===== config.mk =====
export PLATFORM = sky130hd
export DESIGN_NAME = vtol_transition_supervisor_top
export DESIGN_NICKNAME = d
export VERILOG_FILES = /design/src/hdl/vts_pkg.sv /design/src/hdl/vtol_transition_supervisor_top.sv
export SDC_FILE = /design/constraint.sdc
export NUM_CORES = 1
export LEC_CHECK = 0
export BUFFER_PORTS_ARGS = -buffer_cell sky130_fd_sc_hd__buf_2
export CORE_MARGIN = 1.5
export CORE_UTILIZATION = 45
export CTS_BUF_LIST = sky130_fd_sc_hd__clkbuf_4 sky130_fd_sc_hd__clkbuf_8 sky130_fd_sc_hd__clkbuf_16
export DETAILED_ROUTE_END_ITERATION = 10
export PLACE_DENSITY_LB_ADDON = 0.1
export SYNTH_ARGS = -nofsm -noshare
export SYNTH_HDL_FRONTEND = slang
export SYNTH_SLANG_ARGS = --single-unit

===== constraint.sdc =====
create_clock -name clk -period 4.1 [get_ports clk]
set_input_delay 0 -clock clk [delete_from_list [all_inputs] [get_ports clk]]
set_output_delay 0 -clock clk [all_outputs]
set_load 0.05 [all_outputs]

===== src/hdl/vts_pkg.sv =====
// shared types, codes and helpers for the vtol transition supervisor
package vts_pkg;

  // elapsed-tick counter width (8 to 64)
  localparam int TICK_WIDTH = 32;
  localparam int LIMIT_WIDTH = 32;
  localparam int CMP_WIDTH = (TICK_WIDTH > LIMIT_WIDTH) ? TICK_WIDTH : LIMIT_WIDTH;

  typedef logic [TICK_WIDTH-1:0] tick_t;
  localparam tick_t TICK_MAX = '1;

  // common width for the timeout compare
  typedef logic [CMP_WIDTH-1:0] cmp_t;

  typedef logic [2:0] cmd_t;
  localparam cmd_t CMD_OBSERVE  = 3'd0;
  localparam cmd_t CMD_REQUEST  = 3'd1;
  localparam cmd_t CMD_ACK_OK   = 3'd2;
  localparam cmd_t CMD_XPORT_NG = 3'd3;
  localparam cmd_t CMD_ACK_REJ  = 3'd4;
  localparam cmd_t CMD_TICK     = 3'd5;

  typedef logic [2:0] reason_t;
  localparam reason_t RSN_NONE        = 3'd0;
  localparam reason_t RSN_NOT_VTOL    = 3'd1;
  localparam reason_t RSN_TARGET_NONE = 3'd2;
  localparam reason_t RSN_SAME_PEND   = 3'd3;
  localparam reason_t RSN_OPPOS_PEND  = 3'd4;
  localparam reason_t RSN_ACTIVE      = 3'd5;
  localparam reason_t RSN_ILLEGAL_SRC = 3'd6;
  localparam reason_t RSN_NOW_PENDING = 3'd7;

  typedef logic [2:0] regime_t;
  localparam regime_t RGM_UNKNOWN  = 3'd0;
  localparam regime_t RGM_HOVER    = 3'd1;
  localparam regime_t RGM_TO_FWD   = 3'd2;
  localparam regime_t RGM_FORWARD  = 3'd3;
  localparam regime_t RGM_TO_HOVER = 3'd4;

  typedef logic [1:0] target_t;
  localparam target_t TGT_NONE    = 2'd0;
  localparam target_t TGT_HOVER   = 2'd1;
  localparam target_t TGT_FORWARD = 2'd2;

  typedef logic [2:0] outcome_t;
  localparam outcome_t OUT_NONE      = 3'd0;
  localparam outcome_t OUT_ACCEPTED  = 3'd1;
  localparam outcome_t OUT_COMPLETED = 3'd2;
  localparam outcome_t OUT_XPORT_NG  = 3'd3;
  localparam outcome_t OUT_REJECTED  = 3'd4;
  localparam outcome_t OUT_TIMED_OUT = 3'd5;

  // reported vehicle state codes
  localparam logic [7:0] VS_TO_FWD   = 8'd1;
  localparam logic [7:0] VS_TO_HOVER = 8'd2;
  localparam logic [7:0] VS_HOVER    = 8'd3;
  localparam logic [7:0] VS_FORWARD  = 8'd4;

  localparam int PADDR_WIDTH = 3;
  typedef logic [PADDR_WIDTH-1:0] paddr_t;

  function automatic regime_t map_state(input logic [7:0] s);
    regime_t r;
    r = RGM_UNKNOWN;
    if (s == VS_TO_FWD)   r = RGM_TO_FWD;
    if (s == VS_TO_HOVER) r = RGM_TO_HOVER;
    if (s == VS_HOVER)    r = RGM_HOVER;
    if (s == VS_FORWARD)  r = RGM_FORWARD;
    return r;
  endfunction

  // the regime that a target settles in
  function automatic logic at_target(input target_t t, input regime_t r);
    return ((t == TGT_FORWARD) && (r == RGM_FORWARD)) ||
           ((t == TGT_HOVER) && (r == RGM_HOVER));
  endfunction

  // the steady regime from which a target may be requested
  function automatic logic start_allowed(input target_t t, input regime_t r);
    return ((t == TGT_FORWARD) && (r == RGM_HOVER)) ||
           ((t == TGT_HOVER) && (r == RGM_FORWARD));
  endfunction

endpackage


===== src/hdl/vtol_transition_supervisor_top.sv =====
// vtol transition supervisor: input register, decision logic, result register
// an accepted input word goes through the input register and then the result register to the output
// throughput: one word per cycle; the input register refills in the cycle the
//   result register empties, so only a stalled output holds the input back
// reset (rst, synchronous): both stages empty, supervisor status cleared,
//   is_vtol set to 1 and timeout_ticks cleared to 0
module vtol_transition_supervisor_top (
  input  logic                            clk,
  input  logic                            rst,
  // configuration port
  input  logic                            psel,
  input  logic                            penable,
  input  logic                            pwrite,
  input  logic [vts_pkg::PADDR_WIDTH-1:0] paddr,
  input  logic [31:0]                     pwdata,
  output logic [31:0]                     prdata,
  output logic                            pready,
  // event input
  input  logic                            in_valid,
  output logic                            in_ready,
  input  logic [2:0]                      command,
  input  logic [7:0]                      vtol_state,
  input  logic                            state_recent,
  input  logic [1:0]                      requested_regime,
  input  logic [7:0]                      ack_code,
  // status output
  output logic                            out_valid,
  input  logic                            out_ready,
  output logic                            ok,
  output logic [2:0]                      reason_code,
  output logic [2:0]                      regime,
  output logic                            is_pending,
  output logic [1:0]                      current_target,
  output logic [1:0]                      previous_target,
  output logic [2:0]                      outcome,
  output logic                            ack_seen,
  output logic                            expired,
  output logic [7:0]                      last_ack
);

  // configuration registers
  logic        is_vtol;
  logic [31:0] timeout_ticks;

  // input register
  logic                 held;
  vts_pkg::cmd_t        h_command;
  logic [7:0]           h_vtol_state;
  logic                 h_state_recent;
  vts_pkg::target_t     h_requested;
  logic [7:0]           h_ack_code;

  // supervisor state
  vts_pkg::regime_t  regime_reg,   regime_next;
  logic              pending_reg,  pending_next;
  vts_pkg::target_t  target_reg,   target_next;
  vts_pkg::target_t  prev_reg,     prev_next;
  vts_pkg::outcome_t outcome_reg,  outcome_next;
  logic              ack_seen_reg, ack_seen_next;
  logic              expired_reg,  expired_next;
  logic [7:0]        ack_code_reg, ack_code_next;
  vts_pkg::tick_t    elapsed,      elapsed_next;

  logic              ok_next;
  vts_pkg::reason_t  reason_next;
  vts_pkg::regime_t  seen_regime;
  logic              advance;
  logic              cfg_write;

  // apb: zero-wait, word index on paddr[2]
  assign pready    = 1'b1;
  assign cfg_write = psel && penable && pwrite;

  always_ff @(posedge clk) begin
    if (rst) begin
      is_vtol       <= 1'b1;
      timeout_ticks <= '0;
    end else if (cfg_write) begin
      if (paddr[2]) begin
        timeout_ticks <= pwdata;
      end else begin
        is_vtol <= pwdata[0];
      end
    end
  end

  always_comb begin
    if (paddr[2]) begin
      prdata = timeout_ticks;
    end else begin
      prdata = {31'd0, is_vtol};
    end
  end

  // the held word moves on when the result register is free or being emptied
  assign advance  = held && (!out_valid || out_ready);
  assign in_ready = !held || advance;

  always_ff @(posedge clk) begin
    if (rst) begin
      held <= 1'b0;
    end else if (in_ready) begin
      held <= in_valid;
    end
  end

  always_ff @(posedge clk) begin
    if (in_valid && in_ready) begin
      h_command      <= command;
      h_vtol_state   <= vtol_state;
      h_state_recent <= state_recent;
      h_requested    <= requested_regime;
      h_ack_code     <= ack_code;
    end
  end

  // decision logic for the held word
  always_comb begin
    regime_next   = regime_reg;
    pending_next  = pending_reg;
    target_next   = target_reg;
    prev_next     = prev_reg;
    outcome_next  = outcome_reg;
    ack_seen_next = ack_seen_reg;
    expired_next  = expired_reg;
    ack_code_next = ack_code_reg;
    elapsed_next  = elapsed;
    ok_next       = 1'b0;
    reason_next   = vts_pkg::RSN_NONE;
    seen_regime   = vts_pkg::map_state(h_vtol_state);

    unique case (h_command)
      vts_pkg::CMD_OBSERVE: begin
        if (!h_state_recent || !is_vtol) begin
          regime_next = vts_pkg::RGM_UNKNOWN;
        end else begin
          regime_next = seen_regime;
          // pending request completes once its target regime is seen
          if (pending_reg && vts_pkg::at_target(target_reg, seen_regime)) begin
            pending_next = 1'b0;
            prev_next    = target_reg;
            target_next  = vts_pkg::TGT_NONE;
            outcome_next = vts_pkg::OUT_COMPLETED;
            ok_next      = 1'b1;
          end
        end
      end
      vts_pkg::CMD_REQUEST: begin
        priority if (!is_vtol) begin
          reason_next = vts_pkg::RSN_NOT_VTOL;
        end else if (h_requested != vts_pkg::TGT_HOVER &&
                     h_requested != vts_pkg::TGT_FORWARD) begin
          // none, and the unused code three
          reason_next = vts_pkg::RSN_TARGET_NONE;
        end else if (pending_reg) begin
          if (target_reg == h_requested) begin
            reason_next = vts_pkg::RSN_SAME_PEND;
            ok_next     = 1'b1;
          end else begin
            reason_next = vts_pkg::RSN_OPPOS_PEND;
          end
        end else if (vts_pkg::at_target(h_requested, regime_reg)) begin
          reason_next = vts_pkg::RSN_ACTIVE;
          ok_next     = 1'b1;
        end else if (vts_pkg::start_allowed(h_requested, regime_reg)) begin
          // new request: status cleared, counter restarts
          pending_next  = 1'b1;
          target_next   = h_requested;
          prev_next     = vts_pkg::TGT_NONE;
          outcome_next  = vts_pkg::OUT_NONE;
          ack_seen_next = 1'b0;
          expired_next  = 1'b0;
          ack_code_next = '0;
          elapsed_next  = '0;
          reason_next   = vts_pkg::RSN_NOW_PENDING;
          ok_next       = 1'b1;
        end else begin
          reason_next = vts_pkg::RSN_ILLEGAL_SRC;
        end
      end
      vts_pkg::CMD_ACK_OK: begin
        ack_seen_next = 1'b1;
        ack_code_next = h_ack_code;
        outcome_next  = vts_pkg::OUT_ACCEPTED;
      end
      vts_pkg::CMD_XPORT_NG: begin
        ack_seen_next = 1'b0;
        pending_next  = 1'b0;
        prev_next     = target_reg;
        target_next   = vts_pkg::TGT_NONE;
        outcome_next  = vts_pkg::OUT_XPORT_NG;
      end
      vts_pkg::CMD_ACK_REJ: begin
        ack_seen_next = 1'b0;
        ack_code_next = h_ack_code;
        pending_next  = 1'b0;
        prev_next     = target_reg;
        target_next   = vts_pkg::TGT_NONE;
        outcome_next  = vts_pkg::OUT_REJECTED;
      end
      vts_pkg::CMD_TICK: begin
        // saturating count, then the timeout check on the new count
        if (elapsed != vts_pkg::TICK_MAX) begin
          elapsed_next = elapsed + 1'b1;
        end
        if (pending_reg && (timeout_ticks != '0) &&
            (vts_pkg::cmp_t'(elapsed_next) > vts_pkg::cmp_t'(timeout_ticks))) begin
          expired_next = 1'b1;
          pending_next = 1'b0;
          prev_next    = target_reg;
          target_next  = vts_pkg::TGT_NONE;
          outcome_next = vts_pkg::OUT_TIMED_OUT;
          ok_next      = 1'b1;
        end
      end
      default: begin
        // unused command codes leave the status alone
      end
    endcase
  end

  always_ff @(posedge clk) begin
    if (rst) begin
      regime_reg   <= vts_pkg::RGM_UNKNOWN;
      pending_reg  <= 1'b0;
      target_reg   <= vts_pkg::TGT_NONE;
      prev_reg     <= vts_pkg::TGT_NONE;
      outcome_reg  <= vts_pkg::OUT_NONE;
      ack_seen_reg <= 1'b0;
      expired_reg  <= 1'b0;
      ack_code_reg <= '0;
      elapsed      <= '0;
    end else if (advance) begin
      regime_reg   <= regime_next;
      pending_reg  <= pending_next;
      target_reg   <= target_next;
      prev_reg     <= prev_next;
      outcome_reg  <= outcome_next;
      ack_seen_reg <= ack_seen_next;
      expired_reg  <= expired_next;
      ack_code_reg <= ack_code_next;
      elapsed      <= elapsed_next;
    end
  end

  // result register
  always_ff @(posedge clk) begin
    if (rst) begin
      out_valid <= 1'b0;
    end else if (advance) begin
      out_valid <= 1'b1;
    end else if (out_ready) begin
      out_valid <= 1'b0;
    end
  end

  always_ff @(posedge clk) begin
    if (advance) begin
      ok              <= ok_next;
      reason_code     <= reason_next;
      regime          <= regime_next;
      is_pending      <= pending_next;
      current_target  <= target_next;
      previous_target <= prev_next;
      outcome         <= outcome_next;
      ack_seen        <= ack_seen_next;
      expired         <= expired_next;
      last_ack        <= ack_code_next;
    end
  end

endmodule


==> run_results.csv <==
group,metric,value,unit
yosys,synth_edf_count,47,
placed_design,placed_cells,1171,
yosys,synth_ff_type,"dfxtp_1",
status,status,"complete, no violations",
cts,cts_root_buf,"clkbuf_16",
grt,grt_max_degree,58,
grt,antenna_found_initial,0,
yosys,synth_cell_types,73,
worst_setup_path,start_kind,"register",
die,die_h,128,um
power_and_ir_drop,powerDensity,355,nW/um^2
sta,hold_violations,0,
cells_and_area,syn_to_final_growth,36.0,%
drt,num_vias,6973,
worst_setup_path,r2r_start,"elapsed[23]",
power_and_ir_drop,peakVddDrop,0.303,mV
drt,wire_per_inst,16.3,um
yosys,async_reset_ff_share,0,%
cts,cts_sinks,135,
yosys,synth_seq_cells,135,
die,die_area,16500,um^2
placed_design,gp_congestion,0.883,
job,maxCapViolations,0,
die,die-width,128,um
sta,tns,0,ns
worst_setup_path,path_class,"register to register",
sta,max_freq,253,MHz
sta,worstMarginPinSlew,1.06,ns
worst_setup_path,reg2regPathDepth,16,
worst_setup_path,worstSetupEndpoint,"outcome[1]",
die,num_rows,45,
worst_setup_path,crit_path_start,"elapsed[23]",
cells_and_area,fin_util,62.9,%
sta,setup_violations,0,
yosys,yosysTopAreaCell,"dfxtp_1",
sta,period_share,96.5,%
yosys,yosys_warnings,0,
worst_setup_path,r2r_slack,0.14,ns
worst_setup_path,endpoint_kind,"register",
grt,grt-ovfl-total,0,
yosys,syn_nets,919,
sta,drv_slew,0,
yosys,synth_area,7090,um^2
cts,clk_pin_slew,0.06,ns
die,num_io_pins,124,
cells_and_area,diodes,0,
power_and_ir_drop,power_leakage,3.89,nW
worst_setup_path,worstPathArrival,4.11,ns
cells_and_area,drive_above_1_share,24.9,%
drt,viasPerCell,5.49,
drt,drt_wl_total,20.7,mm
grt,grt_pass1_wl,33.2,mm
placed_design,io_buffers,120,
yosys,ys_seq_area_share,44.8,%
cts,numCtsBuffers,17,
cells_and_area,final_common_cell,"nand2_1",
placed_design,dpl.hpwl,14.3,mm
sta,skew,0.00710,ns
cts,cts_tree,"yes",
sta,finalCriticalPeriod,3.96,ns
cells_and_area,nNetsFinal,1145,
yosys,synthCells,820,
cts,cts-htree-levels,4,
drt,ant_nets,0,
drt,drtPass1Iterations,6,
cells_and_area,instances_no_fill,1270,
power_and_ir_drop,power,3.42,mW
drt,first_iter_violations,433,
worst_setup_path,regToRegEndpoint,"outcome[1]",
hold_path,hp-start,"rst",
cells_and_area,layout_common_cells,"nand2_1, buf_2, dfxtp_1, a21oi_1, buf_4",
grt,grt_pass1_vias,6917,
grt,grt_use_total,25.5,%
sta,timing.slew.headroom,29.0,%
yosys,synth_top_area_share,24.9,%
drt,drc,0,
yosys,synthTopCellsByArea,"dfxtp_1, edfxtp_1, nand2_1",
cts,clock_path_buffers,2,
die,core-area,15300,um^2
cells_and_area,reg_top3,"elapsed x32, timeout_ticks x32",
yosys,synth_area_per_cell,8.64,um^2
worst_setup_path,critical_path.max_fanout,5,
hold_path,hold_path_class,"input port to register",
die,initial_core_util,46.3,%
worst_setup_path,cp.required,4.26,ns
cts,clock_latency,0.43,ns
-- critical path: stages (launching register included) --
cell	delay, ns
dfxtp_2	0.36
and4_4	0.25
nand2_1	0.14
or4_4	0.57
o21ai_2	0.17
buf_4	0.15
nor2_1	0.06
xor2_1	0.15
ha_1	0.33
nand4_1	0.15
buf_4	0.17
a2111oi_4	0.34
o31ai_4	0.14
buf_4	0.16
a21o_1	0.19
a21oi_1	0.25
o22ai_1	0.13
-- per-layer routing --
metal  vias to the layer above  track usage, %  wire length [um]
met3                        37            3.91               956
met2                       247            44.9             10200
met1                      3309            31.5              9110
met4                         0            10.1               452
met5                         -               0                 0
li1                       3380               -                 -
-- area by class of cell --
type | count | area (um^2)
Clock buffer | 18 | 433
Clock inverter | 14 | 188
Fill cell | 1350 | 5680
Inverter | 46 | 173
Multi-Input combinational cell | 603 | 3720
Sequential cell | 135 | 3180
Tap cell | 211 | 264
Timing Repair Buffer | 243 | 1680
-- report_power, final --
group	switching [mW]	internal, mW	leakage (nW)
sequential	0.0250	1.43	1.16
combinational	0.216	0.139	2.43
clock	0.632	0.981	0.296
total	0.873	2.55	3.89
-- per-stage QoR --
step           cell area [um^2]  setup slack (ns)  hold WS, ns
6_report                   9640             0.142        0.115
5_1_grt                    9640           -0.0674        0.145
4_1_cts                    9440            0.0318       0.0976
3_5_place_dp               8200           -0.0836        0.178
3_3_place_gp               8200          -0.00988        0.177
2_1_floorplan              7090             0.143       0.0989
-- worst min-delay path by stage --
stage                           endpoint  slack [ns]  cells past startpoint
final                      target_reg[1]        0.11                      4
after global routing      outcome_reg[2]        0.15                      3
after CTS                  target_reg[1]         0.1                      4
after detailed placement   h_ack_code[0]        0.18                      1
after global placement     h_ack_code[4]        0.18                      1
after floorplan            h_ack_code[0]         0.1                      0
-- Yosys cell counts (4+ instances only) --
cell      count
a21o_1        6
a21oi_1      82
a22o_1       12
a311oi_1      4
a31oi_1      19
and2_1        5
and3_1        6
and4_1        4
clkbuf_1     24
dfxtp_1      88
edfxtp_1     47
ha_1         35
inv_1        45
mux2_2        4
nand2_1     153
nand3_1      25
nand4_1      19
nor2_1       66
nor2b_1       5
nor3_1        7
nor4_1       14
o21a_1        4
o21ai_0      28
o22ai_1       7
o31ai_1       7
xnor2_1      21
xor2_1       13
-- kinds of logic after synthesis --
kind of cell	after synthesis	synth area share (%)
AO/OA/AOI/OAI	200	17.6
XOR/XNOR	34	4.20
adder cells (fa/ha/maj)	35	6.18
buffers and inverters	82	4.84
flip-flops	135	44.8
multiplexers	6	0.918
other	1	0.0529
AND/OR/NAND/NOR	327	21.4
-- repair_timing --
| item | in CTS | in global routing |
|---|---|---|
| resized for setup | 7 | 30 |
| buffers inserted | 0 | 7 |
| setup endpoints to repair | 13 | 19 |
| hold endpoints to repair | 57 | 0 |
| hold buffers | 59 | 0 |
| pin swaps | 0 | 13 |
No activity file was read; power rests on OpenSTA's default activity.
